**src/hw/rtl/kmsr_pkg.sv**
```systemverilog
// Shared types, key tables and constants for the key matrix scanner.
`default_nettype none
package kmsr_pkg;

  localparam int unsigned NumCols  = 8;
  localparam int unsigned NumRows  = 7;
  localparam int unsigned ColW     = 3;
  localparam int unsigned RowW     = 3;
  localparam int unsigned HeldW    = 6;
  localparam int unsigned DelayW   = 8;

  // Row bit that carries the modifier keys in columns 3, 4 and 7.
  localparam logic [RowW-1:0] ModRow   = 3'd6;
  localparam logic [ColW-1:0] CtrlCol  = 3'd4;
  localparam logic [ColW-1:0] ShiftCol = 3'd7;

  localparam logic [7:0] KeyOne    = 8'h31;
  localparam logic [7:0] KeyTwo    = 8'h32;
  localparam logic [7:0] CtrlMask  = 8'h1F;
  localparam logic [7:0] CtrlLow   = 8'd32;
  localparam logic [7:0] CtrlHigh  = 8'd127;

  localparam logic [DelayW-1:0] FirstDelayRst = 8'd25;
  localparam logic [DelayW-1:0] NextDelayRst  = 8'd5;

  // Configuration register indexes.
  localparam logic [1:0] CfgFirstDelay = 2'd0;
  localparam logic [1:0] CfgNextDelay  = 2'd1;

  typedef logic [0:NumCols-1][0:NumRows-1][7:0] key_tab_t;

  localparam key_tab_t PlainTab = '{
    '{8'h40, 8'h68, 8'h70, 8'h78, 8'h30, 8'h38, 8'h0D},
    '{8'h61, 8'h69, 8'h71, 8'h79, 8'h31, 8'h39, 8'h00},
    '{8'h62, 8'h6A, 8'h72, 8'h7A, 8'h32, 8'h3A, 8'h1B},
    '{8'h63, 8'h6B, 8'h73, 8'h5E, 8'h33, 8'h3B, 8'h00},
    '{8'h64, 8'h6C, 8'h74, 8'h7C, 8'h34, 8'h2C, 8'h00},
    '{8'h65, 8'h6D, 8'h75, 8'h08, 8'h35, 8'h2D, 8'h7E},
    '{8'h66, 8'h6E, 8'h76, 8'h09, 8'h36, 8'h2E, 8'h60},
    '{8'h67, 8'h6F, 8'h77, 8'h20, 8'h37, 8'h2F, 8'h00}
  };

  localparam key_tab_t ShiftTab = '{
    '{8'h5C, 8'h48, 8'h50, 8'h58, 8'h5F, 8'h28, 8'h0D},
    '{8'h41, 8'h49, 8'h51, 8'h59, 8'h21, 8'h29, 8'h00},
    '{8'h42, 8'h4A, 8'h52, 8'h5A, 8'h22, 8'h2A, 8'h03},
    '{8'h43, 8'h4B, 8'h53, 8'h5B, 8'h23, 8'h2B, 8'h00},
    '{8'h44, 8'h4C, 8'h54, 8'h5D, 8'h24, 8'h3C, 8'h00},
    '{8'h45, 8'h4D, 8'h55, 8'h7B, 8'h25, 8'h3D, 8'h7C},
    '{8'h46, 8'h4E, 8'h56, 8'h7D, 8'h26, 8'h3E, 8'h00},
    '{8'h47, 8'h4F, 8'h57, 8'h20, 8'h27, 8'h3F, 8'h00}
  };

  typedef struct packed {
    logic [7:0] column0_rows;
    logic [7:0] column1_rows;
    logic [7:0] column2_rows;
    logic [7:0] column3_rows;
    logic [7:0] column4_rows;
    logic [7:0] column5_rows;
    logic [7:0] column6_rows;
    logic [7:0] column7_rows;
  } scan_in_t;

  typedef struct packed {
    logic       char_valid;
    logic [7:0] char_code;
    logic       console_index;
    logic       console_switched;
  } scan_out_t;

  // Result of comparing one column with its stored map entry.
  typedef struct packed {
    logic [NumRows-1:0] now;
    logic [RowW-1:0]    presses;
    logic [RowW-1:0]    releases;
    logic               hit;
    logic [RowW-1:0]    last_row;
  } col_res_t;

  typedef struct packed {
    logic       is_switch;
    logic       console;
    logic [7:0] code;
  } dec_res_t;

  function automatic logic [NumRows-1:0] mod_mask(input logic [ColW-1:0] col);
    logic [NumRows-1:0] m;
    m = '0;
    if (col == 3'd3 || col == CtrlCol || col == ShiftCol) begin
      m[ModRow] = 1'b1;
    end
    return m;
  endfunction

endpackage
`default_nettype wire

```
**src/hw/rtl/kmsr_col_unit.sv**
```systemverilog
// Compares one column of row sense bits with the stored key map.
`default_nettype none
module kmsr_col_unit (
  input  wire logic [7:0]                     rows_i,
  input  wire logic [kmsr_pkg::NumRows-1:0]   old_i,
  input  wire logic [kmsr_pkg::ColW-1:0]      col_i,
  output kmsr_pkg::col_res_t                  res_o
);
  import kmsr_pkg::*;

  logic [NumRows-1:0] now;
  logic [NumRows-1:0] change;
  logic [RowW-1:0]    n_press;
  logic [RowW-1:0]    n_rel;
  logic               hit;
  logic [RowW-1:0]    last;

  // Rows are active low; later rows overwrite earlier presses.
  always_comb begin
    now    = ~rows_i[NumRows-1:0];
    change = (now ^ old_i) & ~mod_mask(col_i);
    n_press = '0;
    n_rel   = '0;
    hit     = 1'b0;
    last    = '0;
    for (int n = 0; n < NumRows; n++) begin
      if (change[n]) begin
        if (old_i[n]) begin
          n_rel = n_rel + 3'd1;
        end else begin
          n_press = n_press + 3'd1;
          hit     = 1'b1;
          last    = RowW'(n);
        end
      end
    end
    res_o.now      = now;
    res_o.presses  = n_press;
    res_o.releases = n_rel;
    res_o.hit      = hit;
    res_o.last_row = last;
  end

endmodule
`default_nettype wire

```
**src/hw/rtl/kmsr_decode.sv**
```systemverilog
// Maps the current key to a character, with shift, control masking and console keys.
`default_nettype none
module kmsr_decode (
  input  wire logic                       shift_i,
  input  wire logic                       ctrl_i,
  input  wire logic [kmsr_pkg::ColW-1:0]  col_i,
  input  wire logic [kmsr_pkg::RowW-1:0]  row_i,
  output kmsr_pkg::dec_res_t              res_o
);
  import kmsr_pkg::*;

  logic [RowW-1:0] row;
  logic [7:0]      raw;

  always_comb begin
    row = (row_i > ModRow) ? ModRow : row_i;
    raw = shift_i ? ShiftTab[col_i][row] : PlainTab[col_i][row];
    res_o.is_switch = 1'b0;
    res_o.console   = (raw == KeyTwo);
    res_o.code      = raw;
    if (ctrl_i) begin
      if (raw == KeyOne || raw == KeyTwo) begin
        res_o.is_switch = 1'b1;
      end else if (raw > CtrlLow && raw < CtrlHigh) begin
        res_o.code = raw & CtrlMask;
      end
    end
  end

endmodule
`default_nettype wire

```
**src/hw/rtl/key_matrix_scan_repeat_decode_top.sv**
```systemverilog
// Top level of the key matrix scanner with autorepeat and console switching.
//
//   port group   dir  handshake            word
//   in_*         in   in_valid_i/in_stall_o  scan_in_t, eight row sense bytes
//   out_*        out  out_valid_o/out_stall_i scan_out_t, one result per scan
//   cfg_*        in   cfg_valid_i/cfg_ready_o index and 8-bit delay value
//
// Each scan word is captured, then the shared column unit compares one
// column per cycle across the eight columns, and a final step runs the
// repeat timer and decode. Reset clears the key map, counters, timer and
// console and loads the default delays. A stalled result sits in the output
// register; the next word can be captured and scanned meanwhile, and the
// final step waits until the output register is free.
`default_nettype none
module key_matrix_scan_repeat_decode_top (
  input  wire logic               clk_i,
  input  wire logic               rst_ni,
  input  wire logic               in_valid_i,
  output      logic               in_stall_o,
  input  wire kmsr_pkg::scan_in_t in_data_i,
  output      logic               out_valid_o,
  input  wire logic               out_stall_i,
  output      kmsr_pkg::scan_out_t out_data_o,
  input  wire logic               cfg_valid_i,
  output      logic               cfg_ready_o,
  input  wire logic [1:0]         cfg_index_i,
  input  wire logic [7:0]         cfg_data_i
);
  import kmsr_pkg::*;

  localparam logic [1:0] StIdle   = 2'd0;
  localparam logic [1:0] StScan   = 2'd1;
  localparam logic [1:0] StFinish = 2'd2;

  logic [1:0]          state_q, state_d;
  logic [ColW-1:0]     col_q, col_d;
  scan_in_t            in_q;
  logic [NumRows-1:0]  map_q [NumCols];
  logic [HeldW-1:0]    held_q, held_d;
  logic [ColW-1:0]     cur_col_q, cur_col_d;
  logic [RowW-1:0]     cur_row_q, cur_row_d;
  logic                fresh_q, fresh_d;
  logic [DelayW-1:0]   timer_q, timer_d;
  logic                console_q, console_d;
  logic [DelayW-1:0]   first_q, next_q;
  logic                out_valid_q;
  scan_out_t           out_q, out_d;
  logic                out_load;

  logic [7:0]          col_rows;
  col_res_t            col_res;
  dec_res_t            dec_res;
  logic [DelayW-1:0]   timer_dec;
  logic                do_decode;

  assign in_stall_o  = (state_q != StIdle);
  assign out_valid_o = out_valid_q;
  assign out_data_o  = out_q;
  assign cfg_ready_o = 1'b1;

  always_comb begin
    case (col_q)
      3'd0:    col_rows = in_q.column0_rows;
      3'd1:    col_rows = in_q.column1_rows;
      3'd2:    col_rows = in_q.column2_rows;
      3'd3:    col_rows = in_q.column3_rows;
      3'd4:    col_rows = in_q.column4_rows;
      3'd5:    col_rows = in_q.column5_rows;
      3'd6:    col_rows = in_q.column6_rows;
      default: col_rows = in_q.column7_rows;
    endcase
  end

  kmsr_col_unit u_col (
    .rows_i (col_rows),
    .old_i  (map_q[col_q]),
    .col_i  (col_q),
    .res_o  (col_res)
  );

  kmsr_decode u_dec (
    .shift_i (map_q[ShiftCol][ModRow]),
    .ctrl_i  (map_q[CtrlCol][ModRow]),
    .col_i   (cur_col_q),
    .row_i   (cur_row_q),
    .res_o   (dec_res)
  );

  assign timer_dec = timer_q - 8'd1;

  always_comb begin
    state_d   = state_q;
    col_d     = col_q;
    held_d    = held_q;
    cur_col_d = cur_col_q;
    cur_row_d = cur_row_q;
    fresh_d   = fresh_q;
    timer_d   = timer_q;
    console_d = console_q;
    out_load  = 1'b0;
    do_decode = 1'b0;
    out_d     = out_q;

    unique case (state_q)
      StIdle: begin
        if (in_valid_i) begin
          state_d = StScan;
          col_d   = '0;
          fresh_d = 1'b0;
        end
      end
      StScan: begin
        // Held count is modular, so adding a column's net change at once is exact.
        held_d = held_q + HeldW'(col_res.presses) - HeldW'(col_res.releases);
        if (col_res.hit) begin
          fresh_d   = 1'b1;
          cur_col_d = col_q;
          cur_row_d = col_res.last_row;
        end
        col_d = col_q + 3'd1;
        if (col_q == ColW'(NumCols - 1)) begin
          state_d = StFinish;
        end
      end
      StFinish: begin
        if (!out_valid_q || !out_stall_i) begin
          out_load = 1'b1;
          state_d  = StIdle;
          if (held_q != '0 && held_q < 6'd3) begin
            if (fresh_q) begin
              do_decode = 1'b1;
              timer_d   = first_q;
            end else if (timer_dec == '0) begin
              do_decode = 1'b1;
              timer_d   = next_q;
            end else begin
              timer_d = timer_dec;
            end
          end
          out_d.char_valid       = 1'b0;
          out_d.char_code        = '0;
          out_d.console_switched = 1'b0;
          if (do_decode) begin
            if (dec_res.is_switch) begin
              console_d              = dec_res.console;
              out_d.console_switched = 1'b1;
            end else begin
              out_d.char_valid = 1'b1;
              out_d.char_code  = dec_res.code;
            end
          end
          out_d.console_index = console_d;
        end
      end
      default: state_d = StIdle;
    endcase
  end

  always_ff @(posedge clk_i or negedge rst_ni) begin
    if (!rst_ni) begin
      state_q     <= StIdle;
      col_q       <= '0;
      held_q      <= '0;
      cur_col_q   <= '0;
      cur_row_q   <= '0;
      fresh_q     <= 1'b0;
      timer_q     <= '0;
      console_q   <= 1'b0;
      first_q     <= FirstDelayRst;
      next_q      <= NextDelayRst;
      out_valid_q <= 1'b0;
      for (int i = 0; i < NumCols; i++) begin
        map_q[i] <= '0;
      end
    end else begin
      state_q   <= state_d;
      col_q     <= col_d;
      held_q    <= held_d;
      cur_col_q <= cur_col_d;
      cur_row_q <= cur_row_d;
      fresh_q   <= fresh_d;
      timer_q   <= timer_d;
      console_q <= console_d;
      if (state_q == StScan) begin
        map_q[col_q] <= col_res.now;
      end
      if (cfg_valid_i) begin
        unique case (cfg_index_i)
          CfgFirstDelay: first_q <= cfg_data_i;
          CfgNextDelay:  next_q  <= cfg_data_i;
          default: ;
        endcase
      end
      if (out_load) begin
        out_valid_q <= 1'b1;
      end else if (!out_stall_i) begin
        out_valid_q <= 1'b0;
      end
    end
  end

  always_ff @(posedge clk_i) begin
    if (state_q == StIdle && in_valid_i) begin
      in_q <= in_data_i;
    end
    out_q <= out_d;
  end

endmodule
`default_nettype wire
```
**config.mk**
```make
export PLATFORM = sky130hd
export DESIGN_NAME = key_matrix_scan_repeat_decode_top
export DESIGN_NICKNAME = d
export VERILOG_FILES = /design/src/hw/rtl/kmsr_pkg.sv /design/src/hw/rtl/kmsr_col_unit.sv /design/src/hw/rtl/kmsr_decode.sv /design/src/hw/rtl/key_matrix_scan_repeat_decode_top.sv
export SDC_FILE = /design/constraint.sdc
export NUM_CORES = 1
export LEC_CHECK = 0
export BUFFER_PORTS_ARGS = -buffer_cell sky130_fd_sc_hd__buf_2
export CAP_MARGIN = 10
export CORE_UTILIZATION = 55
export CTS_CLUSTER_DIAMETER = 100
export CTS_CLUSTER_SIZE = 40
export DETAILED_ROUTE_END_ITERATION = 10
export GPL_TIMING_DRIVEN = 1
export PLACE_DENSITY = 0.73
export SLEW_MARGIN = 20
export SYNTH_ARGS = -nofsm -noshare
export SYNTH_HDL_FRONTEND = slang
export SYNTH_HIERARCHICAL = 1
export SYNTH_SLANG_ARGS = --single-unit
```
**constraint.sdc**
```tcl
create_clock -name clk_i -period 8.25 [get_ports clk_i]
set_input_delay 1.2375 -clock clk_i [delete_from_list [all_inputs] [get_ports clk_i]]
set_output_delay 1.2375 -clock clk_i [all_outputs]
set_load 0.01 [all_outputs]
```
==> impl_metrics.toml <==
[grt]
overflow = 0
grt_pass1_vias = 6425
gr-usage-all-layers = 0.254
grt_start_max_net_pins = 61
antenna_found_initial = 0
grt_pass1_wl_um = 32800

[timing]
setup_viol = 0
finalHoldViolCount = 0
fin_crit_sh = 0.933
fin_skew_ns = 0.0162
fmax_mhz = 130
setup_tns_ns = 0
slew_headroom = 0.271
grt_setup_unrepaired = "false"
min_period_ns = 7.70
slew_violations = 0
worst_pin_slew_ns = 1.09

[placed_design]
dpl.hpwl_um = 14100
portBuffers = 83
place_congestion = 0.832

[synthesis]
avgSynthCellArea_um2 = 11.9
yosys_warnings = 6
syn_nets = 875
synth_area_mm2 = 0.00904
postSynthCellCount = 757

[setup_path]
max_stage_delay_ns = 0.62
crit_path_frequent_cell = "ha_1"
r2r-end = "held_q[5]"
end_kind = "flip-flop"
r2r_slack_ns = 0.55
crit_fanout = 14
crit_type = "flip-flop to flip-flop"
cp.required_ns = 8.55
crit_slowest_cell = "or4_4"
arrival_ns = 8.00
critical_path.startpoint_type = "flip-flop"
cp-endpoint = "held_q[5]"
cp-startpoint = "col_q[0]"
r2r_cells = 30
worstReg2RegStart = "col_q[0]"

[clock_network]
cts_setup_buffers = 0
hold_buffers = 0
cts.clk_slew.worst_paths_ns = 0.06
clockRootBuffer = "clkbuf_16"
h-tree-depth = 4
cts.sinks = 167
cts_buffer_depth = 2
numCtsBuffers = 17
clk_latency_ns = 0.43
cts_tree = "done"
post_cts_resized = 0

[worst_hold_path]
hp-class = "flip-flop to flip-flop"

[floorplanning]
die_h_um = 130
fp.coreArea_mm2 = 0.0159
boundaryPins = 93
num_rows = 46
start_util = 0.567
die-width_um = 130
die_area_mm2 = 0.0169

[drt]
wirelength_um = 19800
wl_per_cell_um = 18.5
ant_nets = 0
remaining_drc_errors = 0
vias = 6257
drt_pre_antenna_iters = 5
wl_met1_um = 8820
drtIter0Drc = 434
met3_length_um = 737
dr_wl_met2_um = 9840
dr.max_layer_used = "met4"
vias_per_cell = 5.85

[final_layout]
area_growth_pct = 13.3
fin_nets = 959
drive_above_1_share = 0.307
antennaDiodeCount = 0
postLayoutCoreUtil = 0.642

[flow_run]
max-cap-violations = 0

[run_status]
outcome = "finished, final reports clean"
==> cell usage in the layout, fill, tap and decap left out, drive strengths merged, types with 8 or more instances in the layout <==
master,instances
buf,99
dfrtp,95
mux2,95
nand2,71
edfxtp,67
inv,58
ha,36
nor2,33
o21ai,33
a21oi,25
clkbuf,18
nand3,15
a31oi,14
mux4,14
xnor2,13
a22oi,12
and2,11
nor3,9
xor2,9
a221oi,8
nand2b,8
nor2b,8
==> critical path: cells and delay by family (launching register included) <==
family / cells / cell delay (ns)
fa+ha+maj: 9 / 2.78
simple gates: 6 / 1.62
flops: 1 / 0.32
mux: 3 / 0.91
buf+inv: 6 / 0.81
compound gates: 6 / 1.15
==> flip-flops by register name, summed over array words and instances (netlist names), 2 cells and up <==
| signal | count |
|---|---|
| held_q | 6 |
| col_q | 3 |
| first_q | 8 |
| in_q | 56 |
| next_q | 8 |
| state_q | 2 |
| timer_q | 8 |
| cur_col_q | 3 |
| map_q | 56 |
| out_data_o | 11 |
| cur_row_q | 3 |
==> final cells by class <==
| type | instances | area, µm² |
|---|---|---|
| clock inverter | 14 | 140 |
| multi-input combinational | 503 | 4140 |
| tap | 216 | 270 |
| fill | 1268 | 5710 |
| timing repair buffer | 99 | 538 |
| clock buffer | 18 | 429 |
| sequential | 167 | 4520 |
| inverter | 53 | 200 |
==> stage by stage <==
stage / cell area [µm²] / instances / worst slack [ns] / hold WS [ns]
2_1_floorplan: 9040 / 757 / 0.728 / 0.450
3_3_place_gp: 9660 / 1038 / 0.702 / 0.465
3_5_place_dp: 9660 / 1038 / 0.442 / 0.487
4_1_cts: 10200 / 1070 / 0.380 / 0.503
5_1_grt: 10200 / 1070 / 0.0476 / 0.517
6_report: 10200 / 1070 / 0.551 / 0.501
==> worst min path at each step <==
stage | start | end | depth (start not counted)
floorplan | held_q[4] | held_q[4] | 2
global placement | held_q[4] | held_q[4] | 2
detailed placement | map_q[26] | map_q[26] | 1
CTS | map_q[26] | map_q[26] | 1
global route | next_q[7] | next_q[7] | 1
finish | map_q[18] | map_q[18] | 1
==> per-layer routing <==
layer	GRT usage	vias to the layer above
met5	0	-
met2	0.415	169
met4	0.0910	0
li1	-	2935
met1	0.339	3121
met3	0.0513	32
Power is not shown: default switching activity piles up to over one toggle a cycle in this logic, so the estimate is an artifact.
